File: src/hw/rtl/rgbhsl_pkg.sv
// Package for the RGB to HSL converter: widths, word types and constants.
// No dependencies.
package rgbhsl_pkg;

    localparam int CHAN_W = 8;
    localparam int OUT_W  = 16;
    // Quotient bits produced by the divider chain.
    localparam int QUO_W  = 16;
    // Widest dividend: 65535 * 255 fits in 24 bits, 6 * 255 * 65536 in 27.
    localparam int NUM_W  = 27;
    localparam int DEN_W  = 11;

    typedef enum logic [1:0] {
        SECT_RED   = 2'd0,
        SECT_GREEN = 2'd1,
        SECT_BLUE  = 2'd2
    } sector_t;

    // One division in flight: partial remainder, divisor and quotient.
    typedef struct packed {
        logic [NUM_W-1:0] rem;
        logic [DEN_W-1:0] den;
        logic [QUO_W-1:0] quo;
    } div_word_t;

endpackage

File: src/hw/rtl/rgb_to_hsl_converter_unit.sv
// Top level of the RGB to HSL converter: front stage and two chains of
// divider cells. Depends on rgbhsl_pkg, rgbhsl_front and rgbhsl_div_cell.
//
// Usage: drive red, green and blue with start high; a word is taken at
// every clock edge where start is high (busy is always low, the pipeline
// accepts one word per cycle). Each word gives one result on hue,
// saturation and lightness, marked by done for one cycle. The front
// register loads on the accepting edge; the word then passes the 16
// division cells of each chain and the output register, and done rises
// with the output register. Throughput is one word per cycle.
// The latency is set by the two rows of 16 division cells, one
// quotient bit per cell. Results follow input order. The receiver cannot
// stall, so results are never held. Reset clears the valid pipe only; no
// done is raised until words arrive after reset.
module rgb_to_hsl_converter_unit (
    input  logic        clk,
    input  logic        rst_n,
    input  logic        start,
    output logic        busy,
    input  logic [7:0]  red,
    input  logic [7:0]  green,
    input  logic [7:0]  blue,
    output logic        done,
    output logic [15:0] hue,
    output logic [15:0] saturation,
    output logic [15:0] lightness
);
    import rgbhsl_pkg::*;

    localparam int LAT = QUO_W + 1;

    div_word_t        hchain [QUO_W+1];
    div_word_t        schain [QUO_W+1];
    logic [OUT_W-1:0] light_pipe_reg [QUO_W+1];
    logic             grey_pipe_reg  [QUO_W+1];
    logic [LAT:0]     vld_reg, vld_next;
    logic [OUT_W-1:0] light0;
    logic             grey0;
    logic [OUT_W-1:0] hue_reg, sat_reg, light_reg;

    rgbhsl_front u_front (
        .clk(clk), .red(red), .green(green), .blue(blue),
        .hue_word(hchain[0]), .sat_word(schain[0]),
        .light(light0), .grey(grey0)
    );

    // Division cells, most significant quotient bit first.
    for (genvar i = 0; i < QUO_W; i++)
    begin : g_cell
        rgbhsl_div_cell #(.BIT_POS(QUO_W-1-i)) u_hcell (
            .clk(clk), .din(hchain[i]), .dout(hchain[i+1]));
        rgbhsl_div_cell #(.BIT_POS(QUO_W-1-i)) u_scell (
            .clk(clk), .din(schain[i]), .dout(schain[i+1]));
    end

    // Lightness and grey flag ride alongside the division cells.
    always_ff @(posedge clk)
    begin
        light_pipe_reg[0] <= light0;
        grey_pipe_reg[0]  <= grey0;
        for (int k = 1; k <= QUO_W; k++)
        begin
            light_pipe_reg[k] <= light_pipe_reg[k-1];
            grey_pipe_reg[k]  <= grey_pipe_reg[k-1];
        end
        hue_reg   <= grey_pipe_reg[QUO_W-1] ? '0 : hchain[QUO_W].quo;
        sat_reg   <= grey_pipe_reg[QUO_W-1] ? '0 : schain[QUO_W].quo;
        light_reg <= light_pipe_reg[QUO_W-1];
    end

    // Valid bits track words through the pipe.
    assign vld_next = {vld_reg[LAT-1:0], start};

    always_ff @(posedge clk or negedge rst_n)
    begin
        if (!rst_n)
            vld_reg <= '0;
        else
            vld_reg <= vld_next;
    end

    assign busy       = 1'b0;
    assign done       = vld_reg[LAT];
    assign hue        = hue_reg;
    assign saturation = sat_reg;
    assign lightness  = light_reg;

    a_done_from_start: assert property (@(posedge clk) disable iff (!rst_n)
        done |-> $past(start, LAT + 1))
        else $error("done without a start");
    a_start_gives_done: assert property (@(posedge clk) disable iff (!rst_n)
        start ##(LAT + 1) 1'b1 |-> done || !rst_n)
        else $error("start lost");
    a_grey_zero: assert property (@(posedge clk) disable iff (!rst_n)
        done && grey_pipe_reg[QUO_W] |-> hue == '0 && saturation == '0)
        else $error("grey pixel with nonzero hue or saturation");
endmodule

File: src/hw/rtl/rgbhsl_div_cell.sv
// One restoring division cell: resolves one quotient bit per cycle.
// Depends on rgbhsl_pkg.
module rgbhsl_div_cell #(
    parameter int BIT_POS = 0
) (
    input  logic                  clk,
    input  rgbhsl_pkg::div_word_t din,
    output rgbhsl_pkg::div_word_t dout
);
    import rgbhsl_pkg::*;

    localparam int SHW = NUM_W + BIT_POS;

    logic [SHW-1:0]   trial;
    logic             fits;
    div_word_t        dout_next;
    div_word_t        dout_reg;

    // Compare remainder against the divisor shifted to this bit position.
    always_comb
    begin
        trial     = SHW'(din.den) << BIT_POS;
        fits      = SHW'(din.rem) >= trial;
        dout_next = din;
        if (fits)
        begin
            dout_next.rem          = NUM_W'(SHW'(din.rem) - trial);
            dout_next.quo[BIT_POS] = 1'b1;
        end
    end

    always_ff @(posedge clk)
    begin
        dout_reg <= dout_next;
    end

    assign dout = dout_reg;
endmodule

File: src/hw/rtl/rgbhsl_front.sv
// Front stage: max, min, sector, dividends and divisors for hue and saturation, lightness and grey flag.
// Depends on rgbhsl_pkg.
module rgbhsl_front (
    input  logic                         clk,
    input  logic [rgbhsl_pkg::CHAN_W-1:0] red,
    input  logic [rgbhsl_pkg::CHAN_W-1:0] green,
    input  logic [rgbhsl_pkg::CHAN_W-1:0] blue,
    output rgbhsl_pkg::div_word_t        hue_word,
    output rgbhsl_pkg::div_word_t        sat_word,
    output logic [rgbhsl_pkg::OUT_W-1:0] light,
    output logic                         grey
);
    import rgbhsl_pkg::*;

    logic [CHAN_W-1:0] mx, mn, d;
    logic [CHAN_W:0]   sum;
    sector_t           sect;
    logic [DEN_W-1:0]  h6, sden;
    logic [OUT_W-1:0]  light_next;
    div_word_t         hue_next, sat_next, hue_reg, sat_reg;
    logic [OUT_W-1:0]  light_reg;
    logic              grey_reg;

    // Largest channel picks the sector; red wins ties, then green.
    always_comb
    begin
        mx   = red;
        sect = SECT_RED;
        if (green > mx)
        begin
            mx   = green;
            sect = SECT_GREEN;
        end
        if (blue > mx)
        begin
            mx   = blue;
            sect = SECT_BLUE;
        end
        mn = red;
        if (green < mn) mn = green;
        if (blue < mn) mn = blue;
        d   = mx - mn;
        sum = {1'b0, mx} + {1'b0, mn};
        unique case (sect)
            SECT_RED:
                h6 = (green >= blue) ? DEN_W'(green - blue)
                                     : DEN_W'(11'd6 * d - DEN_W'(blue - green));
            SECT_GREEN: h6 = DEN_W'(11'd2 * d) + DEN_W'(blue) - DEN_W'(red);
            SECT_BLUE:  h6 = DEN_W'(11'd4 * d) + DEN_W'(red) - DEN_W'(green);
            default:    h6 = '0;
        endcase
        sden = (sum > 9'd255) ? DEN_W'(10'd510 - 10'(sum)) : DEN_W'(sum);
        // Since 65535 = 128 * 510 + 255, sum * 65535 / 510 is 128 * sum plus
        // half of sum, both truncated exactly.
        light_next = OUT_W'({sum, 7'd0}) + OUT_W'(sum[CHAN_W:1]);
        hue_next.rem = NUM_W'(h6) << 16;
        hue_next.den = DEN_W'(11'd6 * d);
        hue_next.quo = '0;
        sat_next.rem = NUM_W'(d) * NUM_W'(65535);
        sat_next.den = sden;
        sat_next.quo = '0;
        // Keep divisors nonzero for grey pixels; the result is dropped.
        if (d == '0)
        begin
            hue_next.den = DEN_W'(1);
            sat_next.den = DEN_W'(1);
        end
    end

    always_ff @(posedge clk)
    begin
        hue_reg   <= hue_next;
        sat_reg   <= sat_next;
        light_reg <= light_next;
        grey_reg  <= (d == '0);
    end

    assign hue_word = hue_reg;
    assign sat_word = sat_reg;
    assign light    = light_reg;
    assign grey     = grey_reg;
endmodule

File: config.mk
export PLATFORM = sky130hd
export DESIGN_NAME = rgb_to_hsl_converter_unit
export DESIGN_NICKNAME = d
export VERILOG_FILES = /design/src/hw/rtl/rgbhsl_pkg.sv /design/src/hw/rtl/rgb_to_hsl_converter_unit.sv /design/src/hw/rtl/rgbhsl_div_cell.sv /design/src/hw/rtl/rgbhsl_front.sv
export SDC_FILE = /design/constraint.sdc
export NUM_CORES = 2
export LEC_CHECK = 0
export BUFFER_PORTS_ARGS = -buffer_cell sky130_fd_sc_hd__buf_2
export CORE_MARGIN = 3
export CORE_UTILIZATION = 64
export DETAILED_ROUTE_END_ITERATION = 8
export GPL_ROUTABILITY_DRIVEN = 1
export GPL_TIMING_DRIVEN = 0
export PLACE_DENSITY = 0.81
export SLEW_MARGIN = 30
export SYNTH_ARGS = -nofsm -noshare
export SYNTH_HDL_FRONTEND = slang
export SYNTH_HIERARCHICAL = 1
export SYNTH_SLANG_ARGS = --single-unit
File: constraint.sdc
create_clock -name clk -period 3.76 [get_ports clk]
set_input_delay 0.376 -clock clk [delete_from_list [all_inputs] [get_ports clk]]
set_output_delay 0.376 -clock clk [all_outputs]
set_load 0.005 [all_outputs]
=== Yosys cells after proc, flatten, opt, wreduce, memory -nomap -nowiden ===
Memories as Yosys holds them, arrays and structs flattened.
Index checks and enable logic that the tools add are counted.

* Word-level logic and storage cells: 267
* Memories kept: 2
* RAM bits: 289
* Register bits after elaboration: 1536

{| class="wikitable"
|+ Memory list
! memory !! words !! bits a word !! read ports !! clocked after Yosys merged registers in !! wr ports !! RTL line !! RTL
|-
| light_pipe_reg || 17 || 16 || 16 || 0 || 17 || rgb_to_hsl_converter_unit.sv:34 || <nowiki>logic [OUT_W-1:0] light_pipe_reg [QUO_W+1];</nowiki>
|-
| grey_pipe_reg || 17 || 1 || 16 || 0 || 17 || rgb_to_hsl_converter_unit.sv:35 || <nowiki>logic grey_pipe_reg [QUO_W+1];</nowiki>
|}

* Mux-type cells: 42
* Equal/unequal tests: 2
* $add $sub $neg: 41
* Multiply operators: 2
* Order comparisons: 38
* Bitwise operators: 1
* Reduce and logical (&&, ||, !) cells: 3

{| class="wikitable"
|+ Operators with widths
! operator !! count
|-
| 27-bit 2-to-1 mux || 29
|-
| 27-bit by 11-bit greater-or-equal comparator with 1-bit output || 2
|-
| 27-bit by 12-bit greater-or-equal comparator with 1-bit output || 2
|-
| 27-bit by 13-bit greater-or-equal comparator with 1-bit output || 2
|-
| 27-bit by 14-bit greater-or-equal comparator with 1-bit output || 2
|-
| 27-bit by 15-bit greater-or-equal comparator with 1-bit output || 2
|-
| 27-bit by 16-bit greater-or-equal comparator with 1-bit output || 2
|-
| 27-bit by 17-bit greater-or-equal comparator with 1-bit output || 2
|-
| 27-bit by 18-bit greater-or-equal comparator with 1-bit output || 2
|-
| 27-bit by 19-bit greater-or-equal comparator with 1-bit output || 2
|-
| 27-bit by 20-bit greater-or-equal comparator with 1-bit output || 2
|-
| 27-bit by 21-bit greater-or-equal comparator with 1-bit output || 2
|-
| 27-bit by 22-bit greater-or-equal comparator with 1-bit output || 2
|-
| 27-bit by 23-bit greater-or-equal comparator with 1-bit output || 2
|-
| 27-bit by 24-bit greater-or-equal comparator with 1-bit output || 2
|-
| 27-bit by 25-bit greater-or-equal comparator with 1-bit output || 2
|-
| 27-bit by 12-bit subtractor with 27-bit output || 2
|-
| 27-bit by 13-bit subtractor with 27-bit output || 2
|-
| 27-bit by 14-bit subtractor with 27-bit output || 2
|-
| 27-bit by 15-bit subtractor with 27-bit output || 2
|-
| 27-bit by 16-bit subtractor with 27-bit output || 2
|-
| 27-bit by 17-bit subtractor with 27-bit output || 2
|-
| 27-bit by 18-bit subtractor with 27-bit output || 2
|-
| 27-bit by 19-bit subtractor with 27-bit output || 2
|-
| other kinds (38) || 54
|}

=== Logic depth before layout (Yosys ltp) ===
* Word-level depth: 9
* Gate-level depth with buffers: 45
* Depth with buffers taken out: 42

=== Hierarchy ===
The synthesis kept the hierarchy.

{| class="wikitable"
|+ Modules (own cells, without submodules)
! module !! times used !! area each (um^2) !! cells an instance
|-
| rgbhsl_front || 1 || 8286.7 || 958
|-
| rgb_to_hsl_converter_unit || 1 || 7090.6 || 375
|-
| rgbhsl_div_cell at g_cell[15].u_hcell ... || 2 || 2257.2 || 216
|-
| rgbhsl_div_cell at g_cell[14].u_hcell ... || 2 || 2160.8 || 208
|-
| rgbhsl_div_cell at g_cell[12].u_hcell ... || 2 || 2077.0 || 201
|-
| rgbhsl_div_cell at g_cell[6].u_hcell ... || 2 || 2054.5 || 193
|-
| rgbhsl_div_cell at g_cell[5].u_hcell ... || 2 || 2053.2 || 189
|-
| rgbhsl_div_cell at g_cell[10].u_hcell ... || 2 || 2050.7 || 197
|-
| rgbhsl_div_cell at g_cell[11].u_hcell ... || 2 || 2042.0 || 193
|-
| rgbhsl_div_cell at g_cell[3].u_hcell ... || 2 || 2011.9 || 175
|-
| rgbhsl_div_cell at g_cell[9].u_hcell ... || 2 || 2008.2 || 190
|-
| rgbhsl_div_cell at g_cell[8].u_hcell ... || 2 || 1974.4 || 178
|-
| rgbhsl_div_cell at g_cell[7].u_hcell ... || 2 || 1963.1 || 181
|-
| rgbhsl_div_cell at g_cell[4].u_hcell ... || 2 || 1943.1 || 171
|-
| 6 more rows || -- || -- || --
|}

=== Least setup slack after synthesis ===
OpenSTA, ideal clock, no wires.

* Path type: in2reg
* Start point: input port red[1]
* End point: register u_front.sat_reg (netlist bit u_front/sat_word[49])
* Library setup time: 0.072 ns
* Cell stages on the path: 42
* Setup slack: -5.215 ns
* Required time: 3.688 ns
* Buffers on the path: 3
* Arrival: 8.902 ns
* Path through: inv_1 -> ha_1 -> nor2b_1 -> o211ai_1 -> a21oi_2 -> o22a_1 -> buf_1 -> nor2_1 -> a21oi_1 -> ha_1 -> nor2b_1 -> o21a_1 -> o21ai_0 -> a21o_1 -> clkbuf_1 -> clkbuf_1 -> mux2i_1 -> ha_1 -> [... 6 more ...] -> a21oi_1 -> xor2_1 -> ha_1 -> inv_1 -> ha_1 -> inv_1 -> fa_1 -> inv_1 -> fa_1 -> fa_1 -> ha_1 -> o21a_1 -> o21ai_0 -> a21oi_1 -> a21boi_0 -> o31ai_1 -> a21oi_1 -> xnor2_1

{| class="wikitable"
|+ RTL lines
! what !! RTL line !! RTL
|-
| start: declaration || rgb_to_hsl_converter_unit.sv:20 || <nowiki>input logic [7:0] red,</nowiki>
|-
| end signal: assignment || rgbhsl_front.sv:73 || <nowiki>sat_reg <= sat_next;</nowiki>
|-
| end: declaration || rgbhsl_front.sv:20 || <nowiki>div_word_t hue_next, sat_next, hue_reg, sat_reg;</nowiki>
|}

==> summary.log <==
qor: outcome.run_status finished, violations left
qor: outcome.violated_checks setup timing
qor: place.place_hpwl 113000 microns
qor: floorplanning.core-area 119000 sq um
qor: place.post_place_setup_slack -5.46 ns
qor: clock_network.cts-root-to-sink-buffers 3
qor: synth.syn_avg_cell_area 11.0 sq um
qor: place.place.gp.congestion 0.936
qor: clock_network.path_clk_slew 0.06 ns
qor: place.portBuffers 75
qor: clock_network.clock_latency_late_sink 0.81 ns
qor: floorplanning.initial_utilization 0.650
qor: timing.report.final.setup_viol 69
qor: grt.first_pass_grt_wire_length 260000 microns
qor: timing.timing_worst_slew_pin_value 0.949 ns
qor: critical_path.critPathLaunch red[1]
qor: timing.worst_slack -3.96 ns
qor: worst_hold_path.min-delay-path-class in2async
qor: routing.routed-via-count 51500
qor: clock_network.cts_buffers 188
qor: clock_network.cts.sinks 2062
qor: timing.achievable-frequency 0.129 GHz
qor: cells_and_area.antennaDiodeCount 0
qor: timing.period_minus_slack 7.72 ns
qor: floorplanning.floorplan.die_area 125000 sq um
qor: grt.grt.overflow.total 0
qor: routing.routedWlPerCell 17.9 microns
qor: floorplanning.die_y 354 microns
qor: job.drv.max_cap_violation_count 0
qor: cells_and_area.synthToLayoutAreaGrowth 16.5%
qor: grt.grt_pass1_vias 51600
qor: timing.clock-skew-final 0.0305 ns
qor: floorplanning.chipWidth 354 microns
qor: timing.timing.max_slew.rel_slack 0.362
qor: synth.syn-cell-area 77400 sq um
qor: cells_and_area.drive_gt1_frac 0.172
qor: floorplanning.design.portCount 77
qor: timing.min_period_over_period 2.05
qor: grt.grt_util_all_layers 0.252
qor: critical_path.setup.worst_path.end_class flip-flop
qor: synth.yosysWarnings 6
qor: timing.report.final.hold_viol_count 0
qor: routing.detail_route.first_pass.iterations 5
qor: grt.antenna_violations_before_repair 4
qor: floorplanning.floorplan.rows 126
qor: routing.avgViaCountPerCell 5.55
qor: clock_network.clk_root_buffer_cell sky130_fd_sc_hd__clkbuf_16
qor: routing.routed_wl 166000 microns
qor: critical_path.cp.required 4.47 ns
qor: clock_network.htree_levels 4
qor: critical_path.crit_path_max_fanout 7
qor: synth.syn_inst 7024
qor: critical_path.reg2reg_from g_cell[10].u_scell/dout[18]
qor: critical_path.cp_dominant_cell_by_count sky130_fd_sc_hd__a21oi_2
qor: timing.rsz0062_at_grt true
qor: critical_path.crit_path_max_incr_delay 0.56 ns
qor: routing.drt_first_iter_violations 3357
qor: cells_and_area.finalNetCount 8096
qor: timing.timing_max_transition_violations_final 0
qor: routing.drc 0
qor: grt.grt_start_max_net_pins 19
qor: place.postPlaceCellArea 80300 sq um
qor: clock_network.cts_tree done
qor: critical_path.critPathArrivalTime 8.43 ns
qor: critical_path.start_kind primary input
qor: critical_path.setup.worst_path.class in2reg
qor: cells_and_area.layout.cell_area.non_filler 90100 sq um
qor: critical_path.critical_path.slowest_cell sky130_fd_sc_hd__fa_2
qor: routing.route.antenna.remaining_nets 0
-- cell type report --
cell class,instances,area (sq um)
buffer,182,1440
multi-input combinational,4258,34500
timing repair buffer,243,1970
inverter,572,2180
clock buffer,254,5430
clock inverter,95,1260
sequential,2062,41400
tap,1600,2000
fill,7632,28900
-- through the flow --
| stage | std cells | util | hold WS, ns | TNS [ns] |
|---|---|---|---|---|
| global route | 9266 | 0.757 | 0.0497 | -184.92 |
| CTS | 9194 | 0.746 | 0.000663 | -126.69 |
| finish | 9266 | 0.757 | 0.0412 | -177.48 |
| global placement | 8749 | 0.674 | 0.300 | -217.75 |
| detailed placement | 8749 | 0.674 | 0.312 | -212.51 |
| floorplan | 7074 | - | 0.0804 | -137.56 |
-- worst paths after layout --
path,cells after the start,endpoint,slack (ns)
setup / recovery,44,u_front/sat_word[44],-3.96
hold reg to reg,0,g_cell[6].u_scell/dout[0],0.32
setup reg to reg,10,g_cell[11].u_scell/dout[51],0.68
hold / removal,2,vld_reg[14],0.04
min in group clk,3,u_front/hue_word[43],0.09
max in group asynchronous,2,vld_reg[13],3.44
-- worst max-delay path: cells and delay by family --
| family | cells | cell delay [ns] |
|---|---|---|
| xor gates and xnor gates | 2 | 0.36 |
| muxes | 1 | 0.16 |
| and+or+nand+nor | 6 | 0.72 |
| buffers and inverters | 12 | 1.36 |
| AOI/OAI and AO/OA | 14 | 2.30 |
| adders and majority gates | 9 | 3.14 |
-- layout by cell type (no fill, tap or decap), drive strengths merged, types with 52 or more instances in the layout --
cell type and n:
a211oi 58, a21o 115, a21oi 373, buf 389
clkbuf 288, conb 52, dfxtp 2044, fa 76
ha 486, inv 581, mux2 140, nand2 302
nand2b 82, nand3 121, nand4 93, nor2 418
nor2b 105, nor3 146, nor4 98, o21a 76
o21ai 253, xnor2 323, xor2 171
-- timing repair --
| action | CTS | global route |
|---|---|---|
| pin swaps | 100 | 97 |
| cloned | 2 | 1 |
| setup endpoints to repair | 68 | 69 |
| hold endpoints to repair | 19 | 0 |
| hold buffers | 2 | 0 |
| setup buffers | 92 | 72 |
| gates resized for setup | 214 | 180 |
-- routing by layer --
metal | global-route usage | wire [microns] | part of all wire | up-vias
met4 | 0.0944 | 6170 | 0.037 | 0
met5 | 0 | 0 | 0 | -
met1 | 0.308 | 69100 | 0.42 | 24400
met3 | 0.0420 | 7990 | 0.048 | 453
met2 | 0.445 | 82700 | 0.50 | 1444
li1 | - | - | - | 25200
Power is not shown: default switching activity piles up to over one toggle a cycle in this logic, so the estimate is an artifact.
